===== config.mk =====
export PLATFORM = sky130hd
export DESIGN_NAME = fp8_scaled_dot_product_core
export DESIGN_NICKNAME = d
export VERILOG_FILES = /design/src/rtl/fp8sdp_pkg.sv /design/src/rtl/fp8sdp_dp.sv /design/src/rtl/fp8sdp_ctrl.sv /design/src/rtl/fp8_scaled_dot_product_core.sv
export VERILOG_INCLUDE_DIRS = /design/src /design/src/rtl
export SDC_FILE = /design/constraint.sdc
export NUM_CORES = 2
export LEC_CHECK = 0
export BUFFER_PORTS_ARGS = -buffer_cell sky130_fd_sc_hd__buf_2
export CAP_MARGIN = 5
export CORE_ASPECT_RATIO = 2
export CORE_MARGIN = 5
export CORE_UTILIZATION = 55
export CTS_CLUSTER_DIAMETER = 120
export DETAILED_ROUTE_END_ITERATION = 8
export PLACE_DENSITY = 0.71
export REMOVE_ABC_BUFFERS = 1
export SLEW_MARGIN = 5
export SYNTH_ARGS = -nofsm -noshare
export SYNTH_HDL_FRONTEND = slang
export SYNTH_HIERARCHICAL = 1
export SYNTH_SLANG_ARGS = --single-unit

===== constraint.sdc =====
create_clock -name clk -period 9 [get_ports clk]
set_clock_uncertainty 0.05 [all_clocks]
set_input_delay 1.35 -clock clk [delete_from_list [all_inputs] [get_ports clk]]
set_output_delay 1.35 -clock clk [all_outputs]
set_load 0.01 [all_outputs]

===== src/rtl/fp8_scaled_dot_product_core_macros.svh =====
// Assertion macros used by the RTL controller.
`ifndef FP8_SCALED_DOT_PRODUCT_CORE_MACROS_SVH
`define FP8_SCALED_DOT_PRODUCT_CORE_MACROS_SVH
`ifndef SYNTHESIS
`define FP8SDP_ASSERT_IMP(lbl, ck, rn, ante, cons) \
	lbl: assert property (@(posedge ck) disable iff (!rn) (ante) |-> (cons)) \
		else $error("assertion failed");
`define FP8SDP_ASSERT_NXT(lbl, ck, rn, ante, cons) \
	lbl: assert property (@(posedge ck) disable iff (!rn) (ante) |=> (cons)) \
		else $error("assertion failed");
`else
`define FP8SDP_ASSERT_IMP(lbl, ck, rn, ante, cons)
`define FP8SDP_ASSERT_NXT(lbl, ck, rn, ante, cons)
`endif
`endif


===== src/rtl/fp8sdp_pkg.sv =====
package fp8sdp_pkg;

	localparam int MAX_ELEMENTS_DEF = 65536;
	localparam int ACC_W = 54;
	localparam int MAN_W = 53;
	localparam int SC_W = 24;
	localparam int PROD_W = MAN_W + SC_W;
	localparam int EXP_W = 13;
	localparam int STAT_W = 3;

	localparam logic [STAT_W-1:0] STAT_OK      = 3'd0;
	localparam logic [STAT_W-1:0] STAT_BAD_ACT = 3'd1;
	localparam logic [STAT_W-1:0] STAT_BAD_WGT = 3'd2;
	localparam logic [STAT_W-1:0] STAT_NAN     = 3'd3;
	localparam logic [STAT_W-1:0] STAT_OVF     = 3'd4;

	localparam logic CFG_ACT = 1'b0;
	localparam logic CFG_WGT = 1'b1;

	typedef struct packed {
		logic acc_en;
		logic chk;
		logic norm;
		logic sld;
		logic snorm;
		logic mlo;
		logic mhi;
		logic rnd;
		logic phase;
		logic out_load;
	} cmd_t;

	typedef struct packed {
		logic skip;
		logic man_msb;
		logic sc_msb;
		logic out_busy;
	} sts_t;

	function automatic logic float_good(input logic [31:0] b);
		return !b[31] && (b[30:23] != 8'hFF) && (b != 32'd0);
	endfunction

endpackage


===== src/rtl/fp8sdp_dp.sv =====
module fp8sdp_dp
	import fp8sdp_pkg::*;
#(
	parameter int MAX_ELEMENTS = MAX_ELEMENTS_DEF
) (
	input  logic         clk,
	input  logic         arst_n,
	input  cmd_t         cmd,
	output sts_t         sts,
	input  logic [15:0]  s_axis_tdata,   // activation_code, weight_code
	input  logic         cfg_valid,
	input  logic         cfg_index,
	input  logic [31:0]  cfg_data,
	output logic         m_axis_tvalid,
	input  logic         m_axis_tready,
	output logic [71:0]  m_axis_tdata    // result_bits, status
);

	localparam int CNT_W = $clog2(MAX_ELEMENTS + 2);

	logic [31:0]          act_scale_q;
	logic [15:0]          wgt_scale_q;
	logic signed [ACC_W-1:0] acc_q;
	logic [CNT_W-1:0]     cnt_q;
	logic                 bad_q;
	logic [MAN_W-1:0]     man_q;
	logic signed [EXP_W-1:0] exp_q;
	logic                 neg_q;
	logic                 zero_q;
	logic [STAT_W-1:0]    stat_q;
	logic [SC_W-1:0]      sc_q;
	logic signed [EXP_W-1:0] esc_q;
	logic [PROD_W-1:0]    prod_q;
	logic                 out_valid_q;
	logic [71:0]          out_data_q;

	// element product
	logic [7:0]  a_code, w_code;
	logic [3:0]  ma4, mw4;
	logic [3:0]  sha, shw;
	logic [7:0]  p8;
	logic [ACC_W-1:0] pmag;
	logic        elem_nan;

	assign a_code = s_axis_tdata[7:0];
	assign w_code = s_axis_tdata[15:8];
	assign elem_nan = (&a_code[6:0]) || (&w_code[6:0]);
	assign ma4 = {|a_code[6:3], a_code[2:0]};
	assign mw4 = {|w_code[6:3], w_code[2:0]};
	assign sha = (a_code[6:3] == 4'd0) ? 4'd0 : a_code[6:3] - 4'd1;
	assign shw = (w_code[6:3] == 4'd0) ? 4'd0 : w_code[6:3] - 4'd1;
	assign p8 = ma4 * mw4;
	assign pmag = ACC_W'(p8) << ({1'b0, sha} + {1'b0, shw});

	// vector close
	logic [STAT_W-1:0] stat_c;
	logic [ACC_W-1:0]  acc_abs;

	always_comb begin
		if (cnt_q > CNT_W'(MAX_ELEMENTS))
			stat_c = STAT_OVF;
		else if (!float_good(act_scale_q))
			stat_c = STAT_BAD_ACT;
		else if (!float_good({wgt_scale_q, 16'd0}))
			stat_c = STAT_BAD_WGT;
		else if (bad_q)
			stat_c = STAT_NAN;
		else
			stat_c = STAT_OK;
	end

	assign acc_abs = acc_q[ACC_W-1] ? ACC_W'(-acc_q) : ACC_W'(acc_q);

	// scale decode
	logic [SC_W-1:0]         sc_ld;
	logic signed [EXP_W-1:0] esc_ld;

	always_comb begin
		if (!cmd.phase) begin
			sc_ld = {|act_scale_q[30:23], act_scale_q[22:0]};
			esc_ld = (act_scale_q[30:23] == 8'd0) ? -EXP_W'(149)
				: EXP_W'({5'd0, act_scale_q[30:23]}) - EXP_W'(150);
		end else begin
			sc_ld = {|wgt_scale_q[14:7], wgt_scale_q[6:0], 16'd0};
			esc_ld = (wgt_scale_q[14:7] == 8'd0) ? -EXP_W'(149)
				: EXP_W'({5'd0, wgt_scale_q[14:7]}) - EXP_W'(150);
		end
	end

	// round to nearest even
	logic [MAN_W-1:0]  keep;
	logic              guard, sticky, inc;
	logic [MAN_W:0]    rsum;

	always_comb begin
		if (prod_q[PROD_W-1]) begin
			keep = prod_q[PROD_W-1 -: MAN_W];
			guard = prod_q[SC_W-1];
			sticky = |prod_q[SC_W-2:0];
		end else begin
			keep = prod_q[PROD_W-2 -: MAN_W];
			guard = prod_q[SC_W-2];
			sticky = |prod_q[SC_W-3:0];
		end
		inc = guard && (sticky || keep[0]);
		rsum = {1'b0, keep} + (MAN_W+1)'(inc);
	end

	logic [10:0] ebias;
	assign ebias = 11'(exp_q + EXP_W'(52 + 1023));

	always_ff @(posedge clk or negedge arst_n) begin
		if (!arst_n) begin
			act_scale_q <= 32'h3F80_0000;
			wgt_scale_q <= 16'h3F80;
			acc_q <= '0;
			cnt_q <= '0;
			bad_q <= 1'b0;
			out_valid_q <= 1'b0;
		end else begin
			if (cfg_valid) begin
				unique case (cfg_index)
					CFG_ACT: act_scale_q <= cfg_data;
					CFG_WGT: wgt_scale_q <= cfg_data[15:0];
					default: ;
				endcase
			end
			if (cmd.acc_en) begin
				if (cnt_q >= CNT_W'(MAX_ELEMENTS)) begin
					cnt_q <= CNT_W'(MAX_ELEMENTS + 1);
				end else begin
					cnt_q <= cnt_q + CNT_W'(1);
					if (elem_nan)
						bad_q <= 1'b1;
					else if (a_code[7] ^ w_code[7])
						acc_q <= acc_q - $signed(pmag);
					else
						acc_q <= acc_q + $signed(pmag);
				end
			end
			if (cmd.chk) begin
				acc_q <= '0;
				cnt_q <= '0;
				bad_q <= 1'b0;
			end
			if (cmd.out_load)
				out_valid_q <= 1'b1;
			else if (m_axis_tready)
				out_valid_q <= 1'b0;
		end
	end

	always_ff @(posedge clk) begin
		if (cmd.chk) begin
			man_q <= acc_abs[MAN_W-1:0];
			neg_q <= acc_q[ACC_W-1];
			exp_q <= -EXP_W'(18);
			stat_q <= stat_c;
			zero_q <= (stat_c != STAT_OK) || (acc_q == '0);
		end
		if (cmd.norm) begin
			man_q <= {man_q[MAN_W-2:0], 1'b0};
			exp_q <= exp_q - EXP_W'(1);
		end
		if (cmd.sld) begin
			sc_q <= sc_ld;
			esc_q <= esc_ld;
		end
		if (cmd.snorm) begin
			sc_q <= {sc_q[SC_W-2:0], 1'b0};
			esc_q <= esc_q - EXP_W'(1);
		end
		if (cmd.mlo)
			prod_q <= PROD_W'({12'd0, man_q} * sc_q[11:0]);
		if (cmd.mhi)
			prod_q <= prod_q + (PROD_W'({12'd0, man_q} * sc_q[23:12]) << 12);
		if (cmd.rnd) begin
			man_q <= rsum[MAN_W] ? rsum[MAN_W:1] : rsum[MAN_W-1:0];
			exp_q <= exp_q + esc_q + (prod_q[PROD_W-1] ? EXP_W'(24) : EXP_W'(23))
				+ EXP_W'(rsum[MAN_W]);
		end
		if (cmd.out_load) begin
			out_data_q[71:67] <= '0;
			out_data_q[66:64] <= stat_q;
			out_data_q[63:0] <= zero_q ? 64'd0 : {neg_q, ebias, man_q[51:0]};
		end
	end

	assign sts.skip = (stat_c != STAT_OK) || (acc_q == '0);
	assign sts.man_msb = man_q[MAN_W-1];
	assign sts.sc_msb = sc_q[SC_W-1];
	assign sts.out_busy = out_valid_q && !m_axis_tready;

	assign m_axis_tvalid = out_valid_q;
	assign m_axis_tdata = out_data_q;

endmodule


===== src/rtl/fp8sdp_ctrl.sv =====
`include "fp8_scaled_dot_product_core_macros.svh"

module fp8sdp_ctrl
	import fp8sdp_pkg::*;
(
	input  logic clk,
	input  logic arst_n,
	input  logic s_axis_tvalid,
	output logic s_axis_tready,
	input  logic s_axis_tlast,
	input  sts_t sts,
	output cmd_t cmd
);

	localparam logic [3:0] S_IDLE  = 4'd0;
	localparam logic [3:0] S_CHK   = 4'd1;
	localparam logic [3:0] S_NORM  = 4'd2;
	localparam logic [3:0] S_SLD   = 4'd3;
	localparam logic [3:0] S_SNORM = 4'd4;
	localparam logic [3:0] S_MLO   = 4'd5;
	localparam logic [3:0] S_MHI   = 4'd6;
	localparam logic [3:0] S_RND   = 4'd7;
	localparam logic [3:0] S_OUT   = 4'd8;

	logic [3:0] state_q, state_d;
	logic       phase_q, phase_d;

	always_comb begin
		state_d = state_q;
		phase_d = phase_q;
		cmd = '0;
		cmd.phase = phase_q;
		unique case (state_q)
			S_IDLE: begin
				cmd.acc_en = s_axis_tvalid;
				if (s_axis_tvalid && s_axis_tlast)
					state_d = S_CHK;
			end
			S_CHK: begin
				cmd.chk = 1'b1;
				phase_d = 1'b0;
				state_d = sts.skip ? S_OUT : S_NORM;
			end
			S_NORM: begin
				if (sts.man_msb)
					state_d = S_SLD;
				else
					cmd.norm = 1'b1;
			end
			S_SLD: begin
				cmd.sld = 1'b1;
				state_d = S_SNORM;
			end
			S_SNORM: begin
				if (sts.sc_msb)
					state_d = S_MLO;
				else
					cmd.snorm = 1'b1;
			end
			S_MLO: begin
				cmd.mlo = 1'b1;
				state_d = S_MHI;
			end
			S_MHI: begin
				cmd.mhi = 1'b1;
				state_d = S_RND;
			end
			S_RND: begin
				cmd.rnd = 1'b1;
				// second pass applies the weight scale
				if (!phase_q) begin
					phase_d = 1'b1;
					state_d = S_SLD;
				end else begin
					state_d = S_OUT;
				end
			end
			S_OUT: begin
				if (!sts.out_busy) begin
					cmd.out_load = 1'b1;
					state_d = S_IDLE;
				end
			end
			default: state_d = S_IDLE;
		endcase
	end

	always_ff @(posedge clk or negedge arst_n) begin
		if (!arst_n) begin
			state_q <= S_IDLE;
			phase_q <= 1'b0;
		end else begin
			state_q <= state_d;
			phase_q <= phase_d;
		end
	end

	assign s_axis_tready = (state_q == S_IDLE);

	`FP8SDP_ASSERT_NXT(a_last_closes, clk, arst_n, s_axis_tvalid && s_axis_tready && s_axis_tlast, state_q == S_CHK)
	`FP8SDP_ASSERT_NXT(a_mul_then_round, clk, arst_n, state_q == S_MHI, state_q == S_RND)
	`FP8SDP_ASSERT_IMP(a_out_only_free, clk, arst_n, cmd.out_load, !sts.out_busy && state_q == S_OUT)

endmodule


===== src/rtl/fp8_scaled_dot_product_core.sv =====
// Scaled FP8 E4M3FN dot product.
// Slave stream: one beat per element pair, tdata = {weight, activation} codes,
// tlast closes the vector. Master stream: one beat per vector, tdata holds the
// IEEE double result in bits 63:0 and the status in bits 66:64.
// Config channel: index 0 is the float32 activation scale, index 1 the bf16
// weight scale (cfg_data[15:0]); writes are always taken.
// Non-last beats are taken one per cycle. A last beat is followed by a close
// sequence: a check step, normalising the sum, then per scale a load step,
// normalising the scale, a low-half and a high-half multiply step and a
// rounding step, then an output step; the normalising shifts move one bit a
// cycle. Errors and a zero sum skip straight from the check to the output step.
// The output register holds a result while the receiver stalls; the close
// sequence waits in its output step until that register is free.
// Reset clears the sum, the count and the NaN mark, and sets both scales to 1.0.
module fp8_scaled_dot_product_core
	import fp8sdp_pkg::*;
#(
	parameter int MAX_ELEMENTS = MAX_ELEMENTS_DEF
) (
	input  logic        clk,
	input  logic        arst_n,
	input  logic        s_axis_tvalid,
	output logic        s_axis_tready,
	input  logic [15:0] s_axis_tdata,   // activation_code, weight_code
	input  logic        s_axis_tlast,   // last
	output logic        m_axis_tvalid,
	input  logic        m_axis_tready,
	output logic [71:0] m_axis_tdata,   // result_bits, status
	input  logic        cfg_valid,
	output logic        cfg_ready,
	input  logic        cfg_index,
	input  logic [31:0] cfg_data
);

	cmd_t cmd;
	sts_t sts;

	assign cfg_ready = 1'b1;

	fp8sdp_ctrl u_ctrl (
		.clk           (clk),
		.arst_n        (arst_n),
		.s_axis_tvalid (s_axis_tvalid),
		.s_axis_tready (s_axis_tready),
		.s_axis_tlast  (s_axis_tlast),
		.sts           (sts),
		.cmd           (cmd)
	);

	fp8sdp_dp #(
		.MAX_ELEMENTS (MAX_ELEMENTS)
	) u_dp (
		.clk           (clk),
		.arst_n        (arst_n),
		.cmd           (cmd),
		.sts           (sts),
		.s_axis_tdata  (s_axis_tdata),
		.cfg_valid     (cfg_valid),
		.cfg_index     (cfg_index),
		.cfg_data      (cfg_data),
		.m_axis_tvalid (m_axis_tvalid),
		.m_axis_tready (m_axis_tready),
		.m_axis_tdata  (m_axis_tdata)
	);

endmodule


==> flow_summary.json <==
{
  "die_area_sq_mm": 0.131,
  "setup_viol": 0,
  "synthAdderAreaFrac_pct": 37.2,
  "core.rowCount": 182,
  "die-height_microns": 508,
  "max_slew_margin_pct": 15.8,
  "layout_common_cells": "1353 x nand2_1, 1110 x inv_1, 1029 x fa_1",
  "gp_congestion": 1.00,
  "die_w_microns": 259,
  "numCtsBuffers": 42,
  "core_area_sq_mm": 0.123,
  "drcViolationCount": 0,
  "async_flop_share_pct": 33.7,
  "cts_sinks": 374,
  "synth_edf_count": 247,
  "worstPathArrival_ns": 9.21,
  "netlist_area_sq_mm": 0.0681,
  "syn_inst": 7962,
  "grt_pass1_vias": 64300,
  "end_kind": "register",
  "htreeDepth": 2,
  "drt-wirelength-per-cell_microns": 24.4,
  "clock.fmax_mhz": 113,
  "min_path_type": "reg -> reg",
  "initialDrtViolationCount": 3499,
  "grt_pass1_wl_microns": 362000,
  "clockRootBuffer": "clkbuf_16",
  "hold_ws_ns": 0.372,
  "ys_warn_count": 6,
  "cts_tree": "yes",
  "viasPerCell": 6.08,
  "grt_overflow": 0,
  "synth_cell_types": 100,
  "yosys.area_share.simple_pct": 18.4,
  "tightestPinTransition_ns": 1.25,
  "period_share_pct": 98.0,
  "rsz0062_at_grt": "true",
  "final_common_cell": "nand2_1",
  "fin_tns_setup_ns": 0,
  "cp_common_cell": "fa_1",
  "grt_max_degree": 75,
  "crit_type": "reg -> reg",
  "r2r_slack_ns": 0.18,
  "crit_path_top_delay_cell": "fa_1",
  "antenna_found_initial": 10,
  "routed_wl_microns": 239000,
  "io_pins": 130,
  "yosysSeqAreaShare_pct": 15.6,
  "status": "completed",
  "yosys-mux-area-fraction_pct": 1.71,
  "maxCapViolCount": 0,
  "slowest_delay_ns": 0.57,
  "first_pass_iters": 6,
  "port_buffers": 123,
  "insertion_delay_ns": 0.69,
  "clk_pin_slew_ns": 0.08,
  "vias": 59500,
  "final_antenna_net_count": 0,
  "post-route-min-period_ns": 8.82,
  "nNetsFinal": 9654,
  "grt_usage_pct": 36.1,
  "syn2layout_area_growth_pct": 10.7,
  "crit_fanout": 36,
  "drive_above_1_share_pct": 11.4,
  "synth_top_family_by_area": "adder cells",
  "synth_ff_type": "edfxtp_1",
  "synth_compound_area_share_pct": 12.9,
  "synth-xor-area-share_pct": 5.27,
  "slew_viol_final": 0,
  "hold_violations": 0,
  "avgSynthCellArea_sq_um": 8.55,
  "dpl.hpwl_microns": 189000,
  "required_ns": 9.39,
  "ys_ff_latch": 374,
  "clockBufferDepth": 3,
  "start_util_pct": 55.4,
  "start_kind": "register"
}
metal layers:
layer  vias to the layer above  routed length, microns  share of wire, %  track usage [%]
met5                         -                      50             0.021                0
met4                         8                   33800                14             38.6
met3                      1247                   13300               5.5             5.38
met2                      2507                  123000                51             65.0
met1                     29700                   69500                29             32.5
li1                      26100                       -                 -                -
synthesized netlist by cell type, types with 15 or more instances:
cell type  number  share of area, %
nor2_1        331               1.8
nand4_1        64              0.59
o21a_1         29              0.32
or3_1          42              0.39
mux2_2         63               1.0
ha_1          373               6.9
o21ai_0       273               2.0
xor2_1        178               2.3
o21ai_1        24              0.18
xnor2_1       232               3.0
nor3_1         69              0.51
or2_2          15              0.14
clkbuf_1      448               2.5
a21o_1        189               2.1
o31ai_1        50              0.55
o21bai_1       52              0.57
inv_1        1110               6.1
a21oi_1       431               3.2
and3_1         46              0.42
fa_1         1032                30
buf_1          18             0.099
nor2b_1       117               1.1
a211oi_1       42              0.46
nor4_1         29              0.27
nand2b_1       51              0.47
o22ai_1        24              0.22
edfxtp_1      247                11
nand3_1       106              0.78
a22o_1         21              0.27
a31oi_1        47              0.43
a21boi_0       15              0.17
and2_1        385               3.5
nand2_1      1355               7.5
o2111ai_1      17              0.22
dfrtp_1       112               4.1
mux2i_1        42              0.62
what timing repair did:
| item | in CTS | in global routing |
|---|---|---|
| setup endpoints to repair | 24 | 30 |
| pin swaps | 6 | 23 |
| cloned | 1 | 0 |
| setup buffers | 5 | 8 |
| hold buffers | 0 | 0 |
| resized for setup | 34 | 68 |
final timing paths:
path	startpoint	to	depth (start not counted)
max	u_dp/sc_q[21]	u_dp/prod_q[75]	37
min	u_dp/stat_q[0]	u_dp/m_axis_tdata[64]	0
max reg2reg	u_dp/sc_q[21]	u_dp/prod_q[75]	37
min reg2reg	u_dp/stat_q[0]	u_dp/m_axis_tdata[64]	0
max in group asynchronous	arst_n	u_dp/act_scale_q[27]	3
min in group asynchronous	arst_n	u_dp/cnt_q[3]	1
state kept, by name (all words and copies together), names as in the netlist, 4 cells and up:
signal             count
u_dp/acc_q            54
u_dp/cnt_q            17
u_dp/man_q            53
u_dp/sc_q             24
u_dp/esc_q            11
u_dp/prod_q           77
u_dp/act_scale_q      32
u_dp/m_axis_tdata     67
u_dp/wgt_scale_q      16
u_ctrl/state_q         4
u_dp/exp_q            11
cell families (layout without fill, tap and decap cells):
group	count (synthesis)	in the layout
mux	107	107
buf+inv	1604	1866
flops	374	374
other cells	2	10
fa+ha+maj	1405	1405
compound gates	1381	1381
simple gates	2679	2679
xor+xnor	410	410
metrics by stage:
step / cell area (sq um) / utilization [%] / cells / worst slack, ns
2_1_floorplan: 66200 / - / 7474 / -1.07
3_3_place_gp: 73300 / 59.6 / 9699 / -0.817
3_5_place_dp: 73300 / 59.6 / 9699 / -0.793
4_1_cts: 75000 / 61.0 / 9783 / 0.00235
5_1_grt: 75400 / 61.3 / 9794 / -0.0567
6_report: 75400 / 61.3 / 9796 / 0.180
final cells by class:
cell class              instances  area [sq um]
multi-input cells            5988         51900
fillers                     10900         47600
flip-flops and latches        374         10600
repair buffers                676          5290
inverters                    1112          4170
well taps                    1564          1960
clock buffers                  56          1190
clock inverters                22           245
diodes                          4          10.0
critical path, delay by kind of cell, from the launching register on:
| family | cells | cell delay [ns] |
|---|---|---|
| adder cells (fa/ha/maj) | 7 | 3.09 |
| AO/OA/AOI/OAI | 13 | 2.50 |
| AND/OR/NAND/NOR | 8 | 1.25 |
| buffers and inverters | 7 | 0.95 |
| flip-flops | 1 | 0.43 |
| XOR/XNOR | 1 | 0.15 |
| multiplexers | 1 | 0.11 |
Power is not shown: default switching activity piles up to over one toggle a cycle in this logic, so the estimate is an artifact.
